### src/design/lru_slot_directory_defines.svh
// Assertion macros shared by the directory RTL.
`ifndef LRU_SLOT_DIRECTORY_DEFINES_SVH
`define LRU_SLOT_DIRECTORY_DEFINES_SVH

// Condition must hold at every clock edge outside reset.
`define LSD_ASSERT_ALWAYS(lbl, cond) \
	lbl: assert property (@(posedge clk) disable iff (!arst_n) (cond)) \
		else $error("lsd assertion failed");

// Consequent must hold in the cycle after the antecedent.
`define LSD_ASSERT_NEXT(lbl, ante, cons) \
	lbl: assert property (@(posedge clk) disable iff (!arst_n) (ante) |=> (cons)) \
		else $error("lsd assertion failed");

`endif

### src/design/lsd_pkg.sv
`timescale 1ns / 1ps

package lsd_pkg;

	localparam int NUM_SLOTS = 16;
	localparam int IDX_W     = (NUM_SLOTS > 1) ? $clog2(NUM_SLOTS) : 1;
	localparam int ACT_W     = 5;
	localparam int CMP_W     = (IDX_W > ACT_W) ? IDX_W : ACT_W;
	localparam int MAX_USE   = (NUM_SLOTS < 16) ? NUM_SLOTS : 16;
	localparam int LAYER_W   = 8;
	localparam int EXPERT_W  = 10;
	localparam int KEY_W     = LAYER_W + EXPERT_W;
	localparam int CAP_W     = 41;
	localparam int STAMP_W   = 64;
	localparam int OUTC_W    = 2;
	localparam int SIDX_W    = 4;
	localparam int CFG_IDX_W = 8;

	localparam logic [ACT_W-1:0] ACTIVE_RESET   = ACT_W'(16);
	localparam logic [CAP_W-1:0] CAPACITY_RESET = CAP_W'(64'd1073741824);

	typedef enum logic [CFG_IDX_W-1:0] {
		CFG_ACTIVE_SLOTS = 8'd0,
		CFG_SLOT_CAPACITY = 8'd1
	} cfg_idx_t;

	typedef enum logic [OUTC_W-1:0] {
		OUT_HIT  = 2'd0,
		OUT_LOAD = 2'd1,
		OUT_ERR  = 2'd2
	} outcome_t;

	typedef struct packed {
		logic               run;
		logic [KEY_W-1:0]   key;
		logic               too_big;
		logic               hit;
		logic [IDX_W-1:0]   hit_idx;
		logic               inv_found;
		logic [IDX_W-1:0]   inv_idx;
		logic               min_seen;
		logic [STAMP_W-1:0] min_stamp;
		logic [IDX_W-1:0]   min_idx;
	} tok_t;

	typedef struct packed {
		logic               en;
		logic               load;
		logic [IDX_W-1:0]   idx;
		logic [KEY_W-1:0]   key;
		logic [STAMP_W-1:0] stamp;
	} wr_t;

endpackage

### src/design/lsd_cell.sv
`timescale 1ns / 1ps

module lsd_cell (
	input  logic                       clk,
	input  logic                       arst_n,
	input  logic [lsd_pkg::IDX_W-1:0]  slot_id,
	input  logic [lsd_pkg::ACT_W-1:0]  n_active,
	input  lsd_pkg::tok_t              tok_in,
	output lsd_pkg::tok_t              tok_out,
	input  lsd_pkg::wr_t               wr
);

	logic                          valid_q;
	logic [lsd_pkg::KEY_W-1:0]     key_q;
	logic [lsd_pkg::STAMP_W-1:0]   stamp_q;
	lsd_pkg::tok_t                 tok_q;
	lsd_pkg::tok_t                 tok_nxt;
	logic                          active;
	logic                          wr_me;

	assign active = lsd_pkg::CMP_W'(slot_id) < lsd_pkg::CMP_W'(n_active);
	assign wr_me  = wr.en && (wr.idx == slot_id);

	always_comb begin
		tok_nxt = tok_in;
		if (tok_in.run && active) begin
			if (valid_q && (key_q == tok_in.key) && !tok_in.hit) begin
				tok_nxt.hit     = 1'b1;
				tok_nxt.hit_idx = slot_id;
			end
			if (!valid_q && !tok_in.inv_found) begin
				tok_nxt.inv_found = 1'b1;
				tok_nxt.inv_idx   = slot_id;
			end
			if (valid_q && (!tok_in.min_seen || (stamp_q < tok_in.min_stamp))) begin
				tok_nxt.min_seen  = 1'b1;
				tok_nxt.min_stamp = stamp_q;
				tok_nxt.min_idx   = slot_id;
			end
		end
	end

	always_ff @(posedge clk or negedge arst_n) begin
		if (!arst_n) begin
			tok_q.run <= 1'b0;
		end else begin
			tok_q <= tok_nxt;
		end
	end

	always_ff @(posedge clk or negedge arst_n) begin
		if (!arst_n) begin
			valid_q <= 1'b0;
		end else if (wr_me) begin
			valid_q <= 1'b1;
		end
	end

	always_ff @(posedge clk) begin
		if (wr_me) begin
			stamp_q <= wr.stamp;
			if (wr.load) begin
				key_q <= wr.key;
			end
		end
	end

	assign tok_out = tok_q;

endmodule

### src/design/lru_slot_directory.sv
`timescale 1ns / 1ps
// A request is registered into the launch register, walks the cell chain, waits in the
// finish register and is registered onto m_axis; the search token walks the
// cell chain one slot per cycle and the next request enters after the write-back.
// Reset: all slots invalid, use counter zero, active_slots 16, capacity 2^30 bytes.
// The slot keys and stamps are not reset; they are only read once written.

`include "lru_slot_directory_defines.svh"

module lru_slot_directory (
	input  logic                            clk,
	input  logic                            arst_n,
	input  logic                            s_axis_tvalid,
	output logic                            s_axis_tready,
	// [7:0] layer_id, [17:8] expert, [58:18] page_bytes, [63:59] zero
	input  logic [63:0]                     s_axis_tdata,
	output logic                            m_axis_tvalid,
	input  logic                            m_axis_tready,
	// [1:0] outcome, [5:2] slot_index, [7:6] zero
	output logic [7:0]                      m_axis_tdata,
	input  logic                            cfg_valid,
	output logic                            cfg_ready,
	input  logic [lsd_pkg::CFG_IDX_W-1:0]   cfg_index,
	input  logic [lsd_pkg::CAP_W-1:0]       cfg_data
);

	logic [lsd_pkg::ACT_W-1:0]   active_q;
	logic [lsd_pkg::CAP_W-1:0]   cap_q;
	logic [lsd_pkg::ACT_W-1:0]   n_active;
	logic [lsd_pkg::STAMP_W-1:0] use_ctr_q;
	logic [lsd_pkg::STAMP_W-1:0] use_ctr_inc;
	logic                        busy_q;
	logic                        accept;
	logic                        commit;
	lsd_pkg::tok_t               launch_nxt;
	lsd_pkg::tok_t               launch_q;
	lsd_pkg::tok_t               fin_q;
	lsd_pkg::tok_t               tok_chain [lsd_pkg::NUM_SLOTS+1];
	logic [lsd_pkg::NUM_SLOTS+1:0] run_vec;
	lsd_pkg::wr_t                wr;
	lsd_pkg::outcome_t           outc_sel;
	logic [lsd_pkg::IDX_W-1:0]   idx_sel;
	logic                        m_valid_q;
	lsd_pkg::outcome_t           m_outc_q;
	logic [lsd_pkg::SIDX_W-1:0]  m_idx_q;
	logic [lsd_pkg::LAYER_W-1:0]  in_layer;
	logic [lsd_pkg::EXPERT_W-1:0] in_expert;
	logic [lsd_pkg::CAP_W-1:0]    in_bytes;

	assign in_layer  = s_axis_tdata[7:0];
	assign in_expert = s_axis_tdata[17:8];
	assign in_bytes  = s_axis_tdata[58:18];

	assign cfg_ready     = 1'b1;
	assign s_axis_tready = !busy_q;
	assign accept        = s_axis_tvalid && s_axis_tready;
	assign commit        = fin_q.run && (!m_valid_q || m_axis_tready);
	assign use_ctr_inc   = use_ctr_q + lsd_pkg::STAMP_W'(1);

	always_comb begin
		if (active_q == '0) begin
			n_active = lsd_pkg::ACT_W'(1);
		end else if (active_q > lsd_pkg::ACT_W'(lsd_pkg::MAX_USE)) begin
			n_active = lsd_pkg::ACT_W'(lsd_pkg::MAX_USE);
		end else begin
			n_active = active_q;
		end
	end

	always_ff @(posedge clk or negedge arst_n) begin
		if (!arst_n) begin
			active_q <= lsd_pkg::ACTIVE_RESET;
			cap_q    <= lsd_pkg::CAPACITY_RESET;
		end else if (cfg_valid && cfg_ready) begin
			unique case (cfg_index)
				lsd_pkg::CFG_ACTIVE_SLOTS:  active_q <= cfg_data[lsd_pkg::ACT_W-1:0];
				lsd_pkg::CFG_SLOT_CAPACITY: cap_q    <= cfg_data;
				default: ;
			endcase
		end
	end

	always_comb begin
		launch_nxt         = '0;
		launch_nxt.run     = accept;
		launch_nxt.key     = {in_layer, in_expert};
		launch_nxt.too_big = in_bytes > cap_q;
	end

	always_ff @(posedge clk or negedge arst_n) begin
		if (!arst_n) begin
			launch_q.run <= 1'b0;
		end else begin
			launch_q <= launch_nxt;
		end
	end

	assign tok_chain[0] = launch_q;

	for (genvar i = 0; i < lsd_pkg::NUM_SLOTS; i++) begin : g_cell
		lsd_cell u_cell (
			.clk      (clk),
			.arst_n   (arst_n),
			.slot_id  (lsd_pkg::IDX_W'(i)),
			.n_active (n_active),
			.tok_in   (tok_chain[i]),
			.tok_out  (tok_chain[i+1]),
			.wr       (wr)
		);
	end

	for (genvar i = 0; i <= lsd_pkg::NUM_SLOTS; i++) begin : g_run
		assign run_vec[i] = tok_chain[i].run;
	end
	assign run_vec[lsd_pkg::NUM_SLOTS+1] = fin_q.run;

	always_comb begin
		wr       = '0;
		wr.key   = fin_q.key;
		wr.stamp = use_ctr_inc;
		outc_sel = lsd_pkg::OUT_ERR;
		idx_sel  = '0;
		if (fin_q.hit) begin
			outc_sel = lsd_pkg::OUT_HIT;
			idx_sel  = fin_q.hit_idx;
			wr.en    = commit;
			wr.idx   = fin_q.hit_idx;
		end else if (!fin_q.too_big) begin
			outc_sel = lsd_pkg::OUT_LOAD;
			idx_sel  = fin_q.inv_found ? fin_q.inv_idx : fin_q.min_idx;
			wr.en    = commit;
			wr.load  = 1'b1;
			wr.idx   = idx_sel;
		end
	end

	always_ff @(posedge clk or negedge arst_n) begin
		if (!arst_n) begin
			fin_q.run <= 1'b0;
			busy_q    <= 1'b0;
			use_ctr_q <= '0;
			m_valid_q <= 1'b0;
		end else begin
			if (tok_chain[lsd_pkg::NUM_SLOTS].run) begin
				fin_q <= tok_chain[lsd_pkg::NUM_SLOTS];
			end else if (commit) begin
				fin_q.run <= 1'b0;
			end
			if (accept) begin
				busy_q <= 1'b1;
			end else if (commit) begin
				busy_q <= 1'b0;
			end
			if (wr.en) begin
				use_ctr_q <= use_ctr_inc;
			end
			if (commit) begin
				m_valid_q <= 1'b1;
			end else if (m_axis_tready) begin
				m_valid_q <= 1'b0;
			end
		end
	end

	always_ff @(posedge clk) begin
		if (commit) begin
			m_outc_q <= outc_sel;
			m_idx_q  <= lsd_pkg::SIDX_W'(idx_sel);
		end
	end

	assign m_axis_tvalid = m_valid_q;
	assign m_axis_tdata  = {2'b00, m_idx_q, m_outc_q};

	`LSD_ASSERT_NEXT(a_one_item, accept, !s_axis_tready)
	`LSD_ASSERT_ALWAYS(a_single_token, $onehot0(run_vec))
	`LSD_ASSERT_NEXT(a_ctr_step, wr.en, use_ctr_q == $past(use_ctr_q) + lsd_pkg::STAMP_W'(1))
	`LSD_ASSERT_ALWAYS(a_err_idx, !m_valid_q || (m_outc_q != lsd_pkg::OUT_ERR) || (m_idx_q == '0))

endmodule

### config.mk
export PLATFORM = sky130hd
export DESIGN_NAME = lru_slot_directory
export DESIGN_NICKNAME = d
export VERILOG_FILES = /design/src/design/lsd_pkg.sv /design/src/design/lsd_cell.sv /design/src/design/lru_slot_directory.sv
export VERILOG_INCLUDE_DIRS = /design/src /design/src/design
export SDC_FILE = /design/constraint.sdc
export NUM_CORES = 2
export LEC_CHECK = 0
export ABC_AREA = 1
export ABC_CLOCK_PERIOD_IN_PS = 5290
export BUFFER_PORTS_ARGS = -buffer_cell sky130_fd_sc_hd__buf_2
export CORE_MARGIN = 10
export CORE_UTILIZATION = 57
export CTS_CLUSTER_DIAMETER = 200
export DETAILED_ROUTE_END_ITERATION = 16
export PLACE_DENSITY = 0.76
export SLEW_MARGIN = 20
export SYNTH_ARGS = -nofsm -noshare
export SYNTH_HDL_FRONTEND = slang
export SYNTH_SLANG_ARGS = --single-unit
### constraint.sdc
create_clock -name clk -period 5.29 [get_ports clk]
set_input_delay 0.2645 -clock clk [delete_from_list [all_inputs] [get_ports clk]]
set_output_delay 0.2645 -clock clk [all_outputs]
set_load 0.01 [all_outputs]
==> out/results.txt <==
Hold Vio Cnt, Final -> 0
All-layer global routing usage -> 22.6%
Post-DP HPWL -> 210 mm
Crit Path Max Fanout -> 19
Crit path required time -> 5.88 ns
RePlAce Congestion -> 0.928
Maxcap violations -> 0
Leak pwr -> 63.9 nW
Post-synth cell types -> 58
PnR Total Power -> 50.2 mW
Max Fclk -> 257 MHz
Port bufs -> 120
Die height -> 511 µm
Synth top area share -> 61.9%
Pre-antenna DRT Iters -> 9
Routed Antenna Nets -> 0
CTS Buffer Depth -> 4
Most used cell, CP -> nor2_1
Global-route wire length before repair -> 473 mm
Min-Delay Path Class -> primary input to flip-flop
P&R area growth vs syn -> 11.7%
Layout Nets -> 13600
Sequential cell area -> 88600 µm²
Chip Width -> 511 µm
Root buffer cell -> clkbuf_16
Outcome -> completed
Multi-input gate area -> 41600 µm²
Clock sink total -> 2974
Share of layout cells above drive strength 1 -> 7.50%
Drt total wl -> 298 mm
GR peak layer -> met2
Switching power of the nets -> 10.4 mW
Mapped Avg Cell Area -> 11.3 µm²
Max Slew Vio Count -> 0
Remaining DRCs -> 0
Finish-stage setup viols -> 0
Net Sw Frac -> 20.7%
CP endpoint kind -> flip-flop
Power Density -> 328 nW/µm²
Gate power share -> 4.2%
Finished Layout Cells -> 15900
Most instantiated cells after synthesis -> 3038 x nand2_1, 2828 x edfxtp_1, 1702 x inv_1
Final Instance Area -> 153000 µm²
Pre-CTS setup slack -> 1.50 ns
CP top delay family -> simple AND/OR/NAND/NOR gates
Ys Warns -> 0
Io pins -> 129
Startpoint types -> flip-flop
Synthesized flop and latch total -> 2974
Core Footprint -> 240000 µm²
Number of fill cells -> 17100
Grt ovf -> 0
Post_cts resized -> 0
RSZ-0062 raised after global routing -> false
Post-synthesis sequential area ratio -> 64.6%
Final Cycle Share -> 73.6%
Via count -> 88200
CP arrival -> 4.48 ns
Buf+Inv Stages, Crit Path -> 4
Worst setup margin -> 1.40 ns
Sequential share of power -> 53.2%
GR Util met3 -> 3.00%
Placed Instances -> 15300
Synth Instances -> 12200
Crit path kind -> flip-flop to flip-flop
Worst vdd ir -> 0.317 mV
CP cell instances -> nor2_1, inv_2, nor2_1, o21ai_0, o21ai_1, nor2_1, inv_1, nor2_4, inv_1, nor2_1, buf_4
Area post-placement -> 142000 µm²
WL per Instance -> 18.8 µm
Clk pwr share -> 42.6%
Tmin final -> 3.89 ns
Critical Path Max Stage Delay -> 0.68 ns
EDFF count, synth -> 2828
Worst Clk Skew -> 0.0766 ns
Met1 usage -> 29.8%
Synth area leader -> edfxtp_1
Ys async rst share -> 4.91%
Num CTS Buffers -> 321
DIE AREA -> 261000 µm²
Critical path's slowest cell -> nor2_1
Via density -> 5.54
Largest net degree at the start of global routing -> 175
Final hold slack -> 0.103 ns
H-tree Lvls -> 5
Drt first-iter violations -> 7574
FP Rows -> 180
Initial antenna violation count -> 5
Cell-internal power -> 39.8 mW
Initial core utilization -> 57.1%
Most frequent cell after synthesis -> nand2_1
TritonCTS clock tree -> done
Post-Syn Area -> 137000 µm²
Setup repair bufs after CTS -> 0
CTS clk-pin slew, worst paths -> 0.06 ns
GR Util met2 -> 37.9%
Worst skew pair latency -> 0.94 ns
Worst Tran Pin Value -> 1.13 ns
Number of global-route vias before repair -> 90200
Largest cells by area after synthesis -> edfxtp_1 62%, ha_1 9.0%, nand2_1 8.3%
Slew headroom -> 24.2%
Dominant synthesized flop cell -> edfxtp_1
# hold bufs at CTS -> 67
[cells by family (layout without fill, tap and decap cells)]
logic type      count (synthesis)  count (layout)  share of synthesized area (%)
compound gates                928             928                           3.68
flops                        2974            2974                           64.6
other cells                     2              13                        0.00548
mux                            36              36                          0.296
buf+inv                      2036            2589                           5.86
simple gates                 5005            5005                           15.4
fa+ha+maj                     987             987                           9.00
xor+xnor                      182             182                           1.16
[power groups by stage]
stage / registers, mW / clock network (mW) / logic, mW
floorplan: 27.0 / 0 / 1.29
global placement: 27.1 / 0 / 1.87
detailed placement: 27.2 / 0 / 2.03
CTS: 26.7 / 21.8 / 2.09
global route: 26.7 / 22.7 / 2.40
finish: 26.7 / 21.4 / 2.10
[state kept, by name, indices dropped and copies added, names as in the netlist, 16 cells and up]
register / cells
cap_q: 41
g_cell.u_cell.valid_q: 16
launch_q: 20
fin_q: 34
use_ctr_q: 64
g_cell.u_cell.stamp_q: 1024
g_cell.u_cell.tok_out: 1474
g_cell.u_cell.key_q: 288
[cells in the final DEF (no fill, tap or decap), drive strengths merged, types with 17 or more instances in the layout]
cell type	netlist	layout
a21o	18	18
o22ai	34	34
or2	84	84
nand4	122	122
edfxtp	2828	2828
a21oi	492	492
nor2	509	509
xnor2	45	45
xor2	137	137
dfrtp	144	144
ha	987	987
buf	216	262
inv	1710	1713
dlygate4sd3	0	67
nand3	1036	1036
o21bai	17	17
nor3	127	127
nand2	3040	3040
nor4	57	57
o21ai	276	276
mux2	36	36
clkinv	0	113
clkbuf	110	399
bufinv	0	27
nand3b	18	18
[per-layer routing]
layer	wire (µm)	vias to the layer above
li1	-	42000
met1	124000	42100
met2	142000	3295
met3	19500	761
met4	12500	4
met5	39	-
[stage by stage]
stage,setup TNS (ns),util [%]
floorplan,-14.09,-
detailed placement,0,59.3
finish,0,63.8
global placement,0,59.3
global route,0,63.8
CTS,0,63.8
[worst paths after layout]
path | from | end | slack, ns | cells after the start
min in group asynchronous | arst_n | cap_q[6] | 0.58 | 3
max in group asynchronous | arst_n | cap_q[37] | 3.21 | 4
max | fin_q[78] | g_cell[3].u_cell.key_q[2] | 1.40 | 11
max reg2reg | fin_q[78] | g_cell[3].u_cell.key_q[2] | 1.40 | 11
min reg2reg | g_cell[8].u_cell.tok_out[98] | g_cell[9].u_cell.tok_out[98] | 0.36 | 0
min | s_axis_tdata[5] | launch_q[95] | 0.10 | 2
[area by class of cell]
class / instances / area share [%]
Tap cell: 3185 / 2.60
Sequential cell: 2974 / 57.8
Clock buffer: 399 / 5.58
Clock inverter: 151 / 0.940
Inverter: 1710 / 4.19
Antenna cell: 10 / 0.0163
Multi-Input combinational cell: 7141 / 27.1
Timing Repair Buffer: 329 / 1.71
Power figures use the tool's default switching activity.
